`src/hw/rtl/pss_pkg.sv`:
```
// ----------------------------------------------------------------------------
// pss_pkg: shared types and constants of the parity selective stack
// Stack geometry, operation and status codes, controller command bundle.
// ----------------------------------------------------------------------------
package pss_pkg;

	localparam int STACK_DEPTH = 16;
	localparam int VAL_W       = 32;
	localparam int IDX_W       = (STACK_DEPTH > 1) ? $clog2(STACK_DEPTH) : 1;
	localparam int CNT_W       = $clog2(STACK_DEPTH + 1);
	localparam int CNT_OUT_W   = 5;

	typedef enum logic [1:0] {
		OP_PUSH      = 2'd0,
		OP_POP       = 2'd1,
		OP_DROP_ODD  = 2'd2,
		OP_DROP_EVEN = 2'd3
	} op_t;

	typedef enum logic [1:0] {
		ST_DONE          = 2'd0,
		ST_EMPTY_OR_MISS = 2'd1,
		ST_FULL          = 2'd2
	} status_t;

	typedef enum logic [1:0] {
		S_IDLE   = 2'b01,
		S_UPDATE = 2'b10
	} state_t;

	// controller to datapath
	typedef struct packed {
		logic capture;  // latch request and run the parity scan
		logic commit;   // apply the stack update and load the result register
	} ctrl_cmd_t;

endpackage

```
`src/hw/rtl/pss_req_if.sv`:
```
// ----------------------------------------------------------------------------
// pss_req_if: request channel
// Valid/ready handshake carrying one stack operation.
// ----------------------------------------------------------------------------
interface pss_req_if;
	logic                            valid;
	logic                            ready;
	pss_pkg::op_t                    op;
	logic signed [pss_pkg::VAL_W-1:0] push_value;

	modport source (output valid, output op, output push_value, input ready);
	modport sink   (input valid, input op, input push_value, output ready);
endinterface

```
`src/hw/rtl/pss_rsp_if.sv`:
```
// ----------------------------------------------------------------------------
// pss_rsp_if: response channel
// Valid/ready handshake carrying status, peek value, empty flag and count.
// ----------------------------------------------------------------------------
interface pss_rsp_if;
	logic                                valid;
	logic                                ready;
	pss_pkg::status_t                    status;
	logic signed [pss_pkg::VAL_W-1:0]     top_value;
	logic                                is_empty;
	logic [pss_pkg::CNT_OUT_W-1:0]       entry_count;

	modport source (output valid, output status, output top_value, output is_empty,
		output entry_count, input ready);
	modport sink   (input valid, input status, input top_value, input is_empty,
		input entry_count, output ready);
endinterface

```
`src/hw/rtl/pss_ctrl.sv`:
```
// ----------------------------------------------------------------------------
// pss_ctrl: request sequencer
// Two-state controller; owns the request ready and the response valid flag.
// ----------------------------------------------------------------------------
module pss_ctrl (
	input  logic               clk,
	input  logic               arst_n,
	input  logic               req_valid,
	output logic               req_ready,
	output logic               rsp_valid,
	input  logic               rsp_ready,
	output pss_pkg::ctrl_cmd_t cmd
);
	import pss_pkg::*;

	state_t state_q;
	state_t state_d;
	logic   rsp_valid_q;

	always_comb begin
		state_d     = state_q;
		cmd         = '0;
		req_ready   = 1'b0;
		case (state_q)
			S_IDLE: begin
				req_ready = 1'b1;
				if (req_valid) begin
					cmd.capture = 1'b1;
					state_d     = S_UPDATE;
				end
			end
			S_UPDATE: begin
				// hold until the result register is free or being drained
				if (!rsp_valid_q || rsp_ready) begin
					cmd.commit = 1'b1;
					state_d    = S_IDLE;
				end
			end
			default: begin
				state_d = S_IDLE;
			end
		endcase
	end

	always_ff @(posedge clk or negedge arst_n) begin
		if (!arst_n) begin
			state_q     <= S_IDLE;
			rsp_valid_q <= 1'b0;
		end else begin
			state_q <= state_d;
			if (cmd.commit) begin
				rsp_valid_q <= 1'b1;
			end else if (rsp_ready) begin
				rsp_valid_q <= 1'b0;
			end
		end
	end

	assign rsp_valid = rsp_valid_q;

endmodule

```
`src/hw/rtl/pss_datapath.sv`:
```
// ----------------------------------------------------------------------------
// pss_datapath: stack storage, parity scan and shift-down
// Entry registers with per-entry shift, request latch and result register.
// ----------------------------------------------------------------------------
module pss_datapath (
	input  logic                              clk,
	input  logic                              arst_n,
	input  pss_pkg::ctrl_cmd_t                cmd,
	input  pss_pkg::op_t                      op,
	input  logic signed [pss_pkg::VAL_W-1:0]  push_value,
	output pss_pkg::status_t                  status,
	output logic signed [pss_pkg::VAL_W-1:0]  top_value,
	output logic                              is_empty,
	output logic [pss_pkg::CNT_OUT_W-1:0]     entry_count
);
	import pss_pkg::*;

	logic [VAL_W-1:0] entries_q [STACK_DEPTH];
	logic [VAL_W-1:0] above     [STACK_DEPTH];
	logic [CNT_W-1:0] count_q;

	op_t              op_q;
	logic [VAL_W-1:0] value_q;
	logic             hit_q;
	logic [IDX_W-1:0] pos_q;

	logic             scan_hit;
	logic [IDX_W-1:0] scan_pos;
	logic             want_odd;

	status_t          res_status;
	logic [CNT_W-1:0] nxt_count;
	logic             push_en;
	logic             shift_en;
	logic [IDX_W-1:0] rd_idx;
	logic [VAL_W-1:0] res_top;

	status_t          status_q;
	logic [VAL_W-1:0] top_q;
	logic             empty_q;
	logic [CNT_W-1:0] cnt_out_q;

	// topmost live entry of the wanted parity; higher index wins
	always_comb begin
		want_odd = (op == OP_DROP_ODD);
		scan_hit = 1'b0;
		scan_pos = '0;
		for (int i = 0; i < STACK_DEPTH; i++) begin
			if ((CNT_W'(i) < count_q) && (entries_q[i][0] == want_odd)) begin
				scan_hit = 1'b1;
				scan_pos = IDX_W'(i);
			end
		end
	end

	always_comb begin
		for (int i = 0; i < STACK_DEPTH - 1; i++) begin
			above[i] = entries_q[i + 1];
		end
		above[STACK_DEPTH-1] = entries_q[STACK_DEPTH-1];
	end

	// next count, status and the single read index for the new top
	always_comb begin
		res_status = ST_DONE;
		nxt_count  = count_q;
		push_en    = 1'b0;
		shift_en   = 1'b0;
		rd_idx     = IDX_W'(count_q - CNT_W'(1));
		if (op_q == OP_PUSH) begin
			if (count_q == CNT_W'(STACK_DEPTH)) begin
				res_status = ST_FULL;
			end else begin
				push_en   = 1'b1;
				nxt_count = count_q + CNT_W'(1);
			end
		end else if (count_q == '0) begin
			res_status = ST_EMPTY_OR_MISS;
		end else if (op_q == OP_POP) begin
			nxt_count = count_q - CNT_W'(1);
			rd_idx    = IDX_W'(count_q - CNT_W'(2));
		end else if (op_q inside {OP_DROP_ODD, OP_DROP_EVEN}) begin
			if (!hit_q) begin
				res_status = ST_EMPTY_OR_MISS;
			end else begin
				shift_en  = 1'b1;
				nxt_count = count_q - CNT_W'(1);
				if (pos_q == IDX_W'(count_q - CNT_W'(1))) begin
					rd_idx = IDX_W'(count_q - CNT_W'(2));
				end
			end
		end
		if (nxt_count == '0) begin
			res_top = '0;
		end else if (push_en) begin
			res_top = value_q;
		end else begin
			res_top = entries_q[rd_idx];
		end
	end

	always_ff @(posedge clk) begin
		if (cmd.capture) begin
			op_q    <= op;
			value_q <= push_value;
			hit_q   <= scan_hit;
			pos_q   <= scan_pos;
		end
		if (cmd.commit) begin
			status_q  <= res_status;
			top_q     <= res_top;
			empty_q   <= (nxt_count == '0);
			cnt_out_q <= nxt_count;
			for (int i = 0; i < STACK_DEPTH; i++) begin
				if (shift_en && (IDX_W'(i) >= pos_q)) begin
					entries_q[i] <= above[i];
				end
				if (push_en && (IDX_W'(i) == count_q[IDX_W-1:0])) begin
					entries_q[i] <= value_q;
				end
			end
		end
	end

	always_ff @(posedge clk or negedge arst_n) begin
		if (!arst_n) begin
			count_q <= '0;
		end else if (cmd.commit) begin
			count_q <= nxt_count;
		end
	end

	assign status      = status_q;
	assign top_value   = signed'(top_q);
	assign is_empty    = empty_q;
	assign entry_count = CNT_OUT_W'(cnt_out_q);

endmodule

```
`src/hw/rtl/parity_selective_stack.sv`:
```
// ----------------------------------------------------------------------------
// parity_selective_stack: bounded LIFO with remove-topmost-odd/even
// Flow: a request is latched and scanned on acceptance; the update state then
//   commits the stack and loads the result register, which raises response valid.
// A new request is not taken until the previous one has committed: the parity
//   scan on acceptance and the shift-down/commit in the update state lie between.
// A waiting response does not block the next request until its commit cycle.
// Reset: arst_n clears the count and the handshake state; entries are not cleared.
// ----------------------------------------------------------------------------
module parity_selective_stack (
	input  logic       clk,
	input  logic       arst_n,
	pss_req_if.sink    req,
	pss_rsp_if.source  rsp
);
	import pss_pkg::*;

	ctrl_cmd_t cmd;

	// controller: sequences accept -> commit and owns the response valid
	pss_ctrl u_ctrl (
		.clk       (clk),
		.arst_n    (arst_n),
		.req_valid (req.valid),
		.req_ready (req.ready),
		.rsp_valid (rsp.valid),
		.rsp_ready (rsp.ready),
		.cmd       (cmd)
	);

	// datapath: entry registers, parity scan on capture, shift-down on commit
	pss_datapath u_dp (
		.clk         (clk),
		.arst_n      (arst_n),
		.cmd         (cmd),
		.op          (req.op),
		.push_value  (req.push_value),
		.status      (rsp.status),
		.top_value   (rsp.top_value),
		.is_empty    (rsp.is_empty),
		.entry_count (rsp.entry_count)
	);

	// a capture is always followed by a cycle with the request side closed
	a_capture_blocks: assert property (@(posedge clk) disable iff (!arst_n)
		cmd.capture |=> !req.ready)
		else $error("request accepted during update cycle");

	// a commit always presents a response on the next cycle
	a_commit_shows: assert property (@(posedge clk) disable iff (!arst_n)
		cmd.commit |=> rsp.valid)
		else $error("commit did not raise response valid");

	// a dropped push only happens on a full stack
	a_full_count: assert property (@(posedge clk) disable iff (!arst_n)
		(rsp.valid && rsp.status == ST_FULL) |->
		(rsp.entry_count == CNT_OUT_W'(STACK_DEPTH)))
		else $error("full status with stack not full");

	// empty flag and count agree, and an empty stack peeks zero
	a_empty_flag: assert property (@(posedge clk) disable iff (!arst_n)
		rsp.valid |-> ((rsp.is_empty == (rsp.entry_count == '0)) &&
		(!rsp.is_empty || rsp.top_value == '0)))
		else $error("empty flag, count and peek disagree");

endmodule

```
`src/flat_wrapper.sv`:
```
// flat-port wrapper written by rule: the top's interface ports become plain ports
module parity_selective_stack_flat import pss_pkg::*;
  (clk, arst_n, req_valid, req_op, req_push_value, req_ready, rsp_valid, rsp_status, rsp_top_value, rsp_is_empty, rsp_entry_count, rsp_ready);
  pss_req_if req_i ();
  pss_rsp_if rsp_i ();
  input  logic clk;
  input  logic arst_n;
  input wire logic [$bits(req_i.valid)-1:0] req_valid;
  input wire logic [$bits(req_i.op)-1:0] req_op;
  input wire logic [$bits(req_i.push_value)-1:0] req_push_value;
  output wire logic [$bits(req_i.ready)-1:0] req_ready;
  output wire logic [$bits(rsp_i.valid)-1:0] rsp_valid;
  output wire logic [$bits(rsp_i.status)-1:0] rsp_status;
  output wire logic [$bits(rsp_i.top_value)-1:0] rsp_top_value;
  output wire logic [$bits(rsp_i.is_empty)-1:0] rsp_is_empty;
  output wire logic [$bits(rsp_i.entry_count)-1:0] rsp_entry_count;
  input wire logic [$bits(rsp_i.ready)-1:0] rsp_ready;
  assign req_i.valid = req_valid;
  assign req_i.op = req_op;
  assign req_i.push_value = req_push_value;
  assign req_ready = req_i.ready;
  assign rsp_valid = rsp_i.valid;
  assign rsp_status = rsp_i.status;
  assign rsp_top_value = rsp_i.top_value;
  assign rsp_is_empty = rsp_i.is_empty;
  assign rsp_entry_count = rsp_i.entry_count;
  assign rsp_i.ready = rsp_ready;
  parity_selective_stack u_core (.clk(clk), .arst_n(arst_n), .req(req_i), .rsp(rsp_i));
endmodule
```
`config.mk`:
```
export PLATFORM = sky130hd
export DESIGN_NAME = parity_selective_stack_flat
export DESIGN_NICKNAME = d
export VERILOG_FILES = /design/src/hw/rtl/pss_pkg.sv /design/src/hw/rtl/pss_req_if.sv /design/src/hw/rtl/pss_rsp_if.sv /design/src/hw/rtl/pss_ctrl.sv /design/src/hw/rtl/pss_datapath.sv /design/src/hw/rtl/parity_selective_stack.sv /design/src/flat_wrapper.sv
export SDC_FILE = /design/constraint.sdc
export NUM_CORES = 1
export LEC_CHECK = 0
export CORE_UTILIZATION = 30
export CTS_CLUSTER_DIAMETER = 200
export DETAILED_ROUTE_END_ITERATION = 8
export DONT_BUFFER_PORTS = 1
export GPL_TIMING_DRIVEN = 0
export HOLD_SLACK_MARGIN = 0.08
export PLACE_DENSITY = 0.48
export SYNTH_ARGS = -nofsm -noshare
export SYNTH_HDL_FRONTEND = slang
export SYNTH_HIERARCHICAL = 1
export SYNTH_SLANG_ARGS = --single-unit
```
`constraint.sdc`:
```
create_clock -name clk -period 15.68 [get_ports clk]
set_clock_uncertainty 0.2 [all_clocks]
set_input_delay 2.352 -clock clk [delete_from_list [all_inputs] [get_ports clk]]
set_output_delay 2.352 -clock clk [all_outputs]
set_load 0.02 [all_outputs]
```
==> metrics <==
status completed; Clock Latency Late Sink 0.63 ns; Reg clk slew, reported paths 0.06 ns; critical path's top delay family simple AND/OR/NAND/NOR gates; area occupied by multi-input gates 11200 um2; Post-synth EDFFs 591; Root Driver clkbuf_16; count of final setup violators 0; fillcell total 9504; Worst slew margin 9.06%; Pint 3.68 mW; PwrDens 192 nW/um2; Syn Nets 2228; critical-path maximum fanout 41; sequential area share after synthesis 60.3%; dpl cells 3482; Finished Layout Cells 3608; max-cap violations 0; Hold Crit Class reg2reg; Critical Path RT 15.80 ns; Cell variety after synth 66; Clock power frac 24.3%; RSZ-0062 raised after global routing no; Vias 18.5k; warnings from Yosys 6; crit path launch rsp_ready; DRT iter0 DRCs 1653; dominant cell by count in the synthesized netlist edfxtp_1; core area 98300 um2; Die Y 317 um; grt ovf 0; Post-Synthesis Cells 2179; Register Area 17900 um2; WHS Path Cells 1; I/O pin total 80; crit path max-delay cell type nor3_1; share of cells above drive strength 1 30.2%; CTS buffer count 70; fin crit period 6.66 ns; area leader, netlist edfxtp_1; synthesized cell area 29800 um2; Rows 115; crit-path cells nand2b_1 -> and2b_2 -> clkbuf_1 -> and3_1 -> buf_2 -> nand2_1 -> nor3_1 -> buf_2 -> o21bai_4 -> buf_12; Synth Register Bits 599; post-DP HPWL 63.9 mm; maximum vdd drop 0.132 mV; Most used DFF post-synth edfxtp_1; initial antenna violation count 0; Comb power frac 45.6%; Sw Ratio 43.6%; cell mode on critical path buf_2; final hold viol count 0; hold_buf cts 0; post-CTS sizing 0; P_sw 2.85 mW; Max clock buf depth 3; CP bufs+invs 4; cell count along the critical path 10; Yosys top cell area share 59.6%; Avg Inst Size Synth 13.7 um2; pin count of the biggest net entering global routing 42; Ant. Diodes 0; Reg-to-Reg Start u_core/u_dp/count_q[2]$_DFFE_PN0P_; CTS tree yes; vias in the first global route 18.9k; DR DRC count 0; Sequential Power Share 30.1%; Total Nets Final 2316; global-route wire length before repair 127 mm; H-tree levels 3; starting density of the core 30.3%; Routed WL 85.9 mm; FMAX 150 MHz; setup TNS 0 ns; Slew Limit Fails 0; CP endpoint kind flop; ys async rst share 1.34%; P&R area growth vs syn 14.4%; CP Class in2reg; Post-CTS Setup Bufs 0; type of origin of the critical path input port; HP Start u_core/u_dp/entries_q[13][24]$_DFFE_PP_; Vias/cell 5.13; critical path arrival 6.77 ns; Pre-antenna DRT Iters 5; PortBufs 0; Critical Path Max Stage Delay 1.03 ns; die width 317 um; clock sink count 599; synth cell count leaders 591 x edfxtp_1, 484 x mux2_2, 383 x nand2_1; Final ANT Viol Nets 0; worst-margin pin slew 1.34 ns; GP Congestion 0.871; ranking of synthesized cells by area edfxtp_1 60%, mux2_2 18%, nand2_1 4.8%, a32oi_1 3.8%, mux2i_1 3.3%; Leakage 11.2 nW; Tcrit/Tclk final 42.5%; All-Layer GR Usage 17.0%; logic depth of the worst register-to-register path 13; drt wl/cell 23.8 um; die area 100000 um2
-- cell families (layout without fill, tap and decap cells) --
group                    Yosys count  in the layout  synth area share (%)
buffers and inverters            185            327                  2.79
multiplexers                     583            583                  21.7
AO/OA/AOI/OAI                    215            215                  5.67
AND/OR/NAND/NOR                  567            567                  8.46
XOR/XNOR                          19             19                 0.605
flip-flops                       599            599                  60.3
adder cells (fa/ha/maj)           11             11                 0.462
-- sequential cells by signal, indices dropped and copies added (netlist names) --
register	count
u_core/u_ctrl/rsp_valid	1
u_core/u_ctrl/state_q	2
u_core/u_dp/count_q	5
u_core/u_dp/entries_q	512
u_core/u_dp/entry_count	5
u_core/u_dp/hit_q	1
u_core/u_dp/is_empty	1
u_core/u_dp/op_q	2
u_core/u_dp/pos_q	4
u_core/u_dp/status	2
u_core/u_dp/top_value	32
u_core/u_dp/value_q	32
-- routing by layer --
metal  share of wire, %  routed length (um)  track usage (%)
met5                  0                   0                0
met4                2.2                1870             4.96
met3                5.5                4710             2.77
met2                 45               38400             26.1
met1                 48               40900             24.5
-- metrics by stage --
| stage | worst slack (ns) | cell area [um2] | util [%] | total power [mW] | hold WS [ns] |
|---|---|---|---|---|---|
| 3_5_place_dp | 8.31 | 31900 | 32.4 | 4.96 | 0.360 |
| 5_1_grt | 8.74 | 34100 | 34.7 | 6.84 | 0.375 |
| 4_1_cts | 8.97 | 34100 | 34.7 | 6.57 | 0.347 |
| 3_3_place_gp | 5.43 | 31400 | 31.9 | 4.93 | 0.313 |
| 6_report | 9.02 | 34100 | 34.7 | 6.53 | 0.355 |
| 2_1_floorplan | 8.52 | 29800 | - | 3.76 | 0.300 |
-- area by class of cell --
type | count | share of cell area [%]
Clock buffer | 97 | 5.72
Multi-Input combinational cell | 1395 | 32.7
Buffer | 176 | 2.34
Tap cell | 1287 | 4.73
Sequential cell | 599 | 52.7
Timing Repair Buffer | 16 | 0.911
Clock inverter | 29 | 0.757
Inverter | 9 | 0.0992
-- power groups by stage --
stage | sequential, mW | clock, mW | combinational (mW)
2_1_floorplan | 1.97 | 0 | 1.79
3_3_place_gp | 2.00 | 0 | 2.93
3_5_place_dp | 2.00 | 0 | 2.96
4_1_cts | 1.96 | 1.64 | 2.98
5_1_grt | 1.97 | 1.69 | 3.18
6_report | 1.96 | 1.59 | 2.98
-- cells in the final DEF, fill, tap and decap left out, types with 5 or more instances in the layout --
cell and count:
edfxtp_1 591, mux2_2 484, nand2_1 383, a32oi_1 130
clkbuf_1 119, mux2i_1 97, clkbuf_16 73, nand3_1 72
buf_2 64, nand4_1 35, nor2_1 22, a21oi_1 18
o21ai_0 16, clkinv_1 15, xnor2_1 15, buf_12 14
ha_1 11, inv_1 8, dfrtp_1 7, buf_4 7
nor3_1 7, o22ai_4 7, clkinv_2 5, nand2b_1 5
and3_1 5
-- worst paths after layout --
| check | endpoint | slack, ns |
|---|---|---|
| worst max-delay path | u_core/u_dp/entries_q[1][15]$_DFFE_PP_ | 9.02 |
| min in group asynchronous | u_core/u_dp/count_q[2]$_DFFE_PN0P_ | 1.24 |
| worst max register to register | u_core/u_dp/top_value[22]$_SDFFCE_PP0P_ | 9.78 |
| max in group asynchronous | u_core/u_ctrl/state_q[0]$_DFFE_PN1P_ | 13.87 |
| worst min-delay path | u_core/u_dp/entries_q[12][24]$_DFFE_PP_ | 0.35 |
| worst min register to register | u_core/u_dp/entries_q[12][24]$_DFFE_PP_ | 0.35 |
Note: power is estimated with default switching activity, not from simulation.
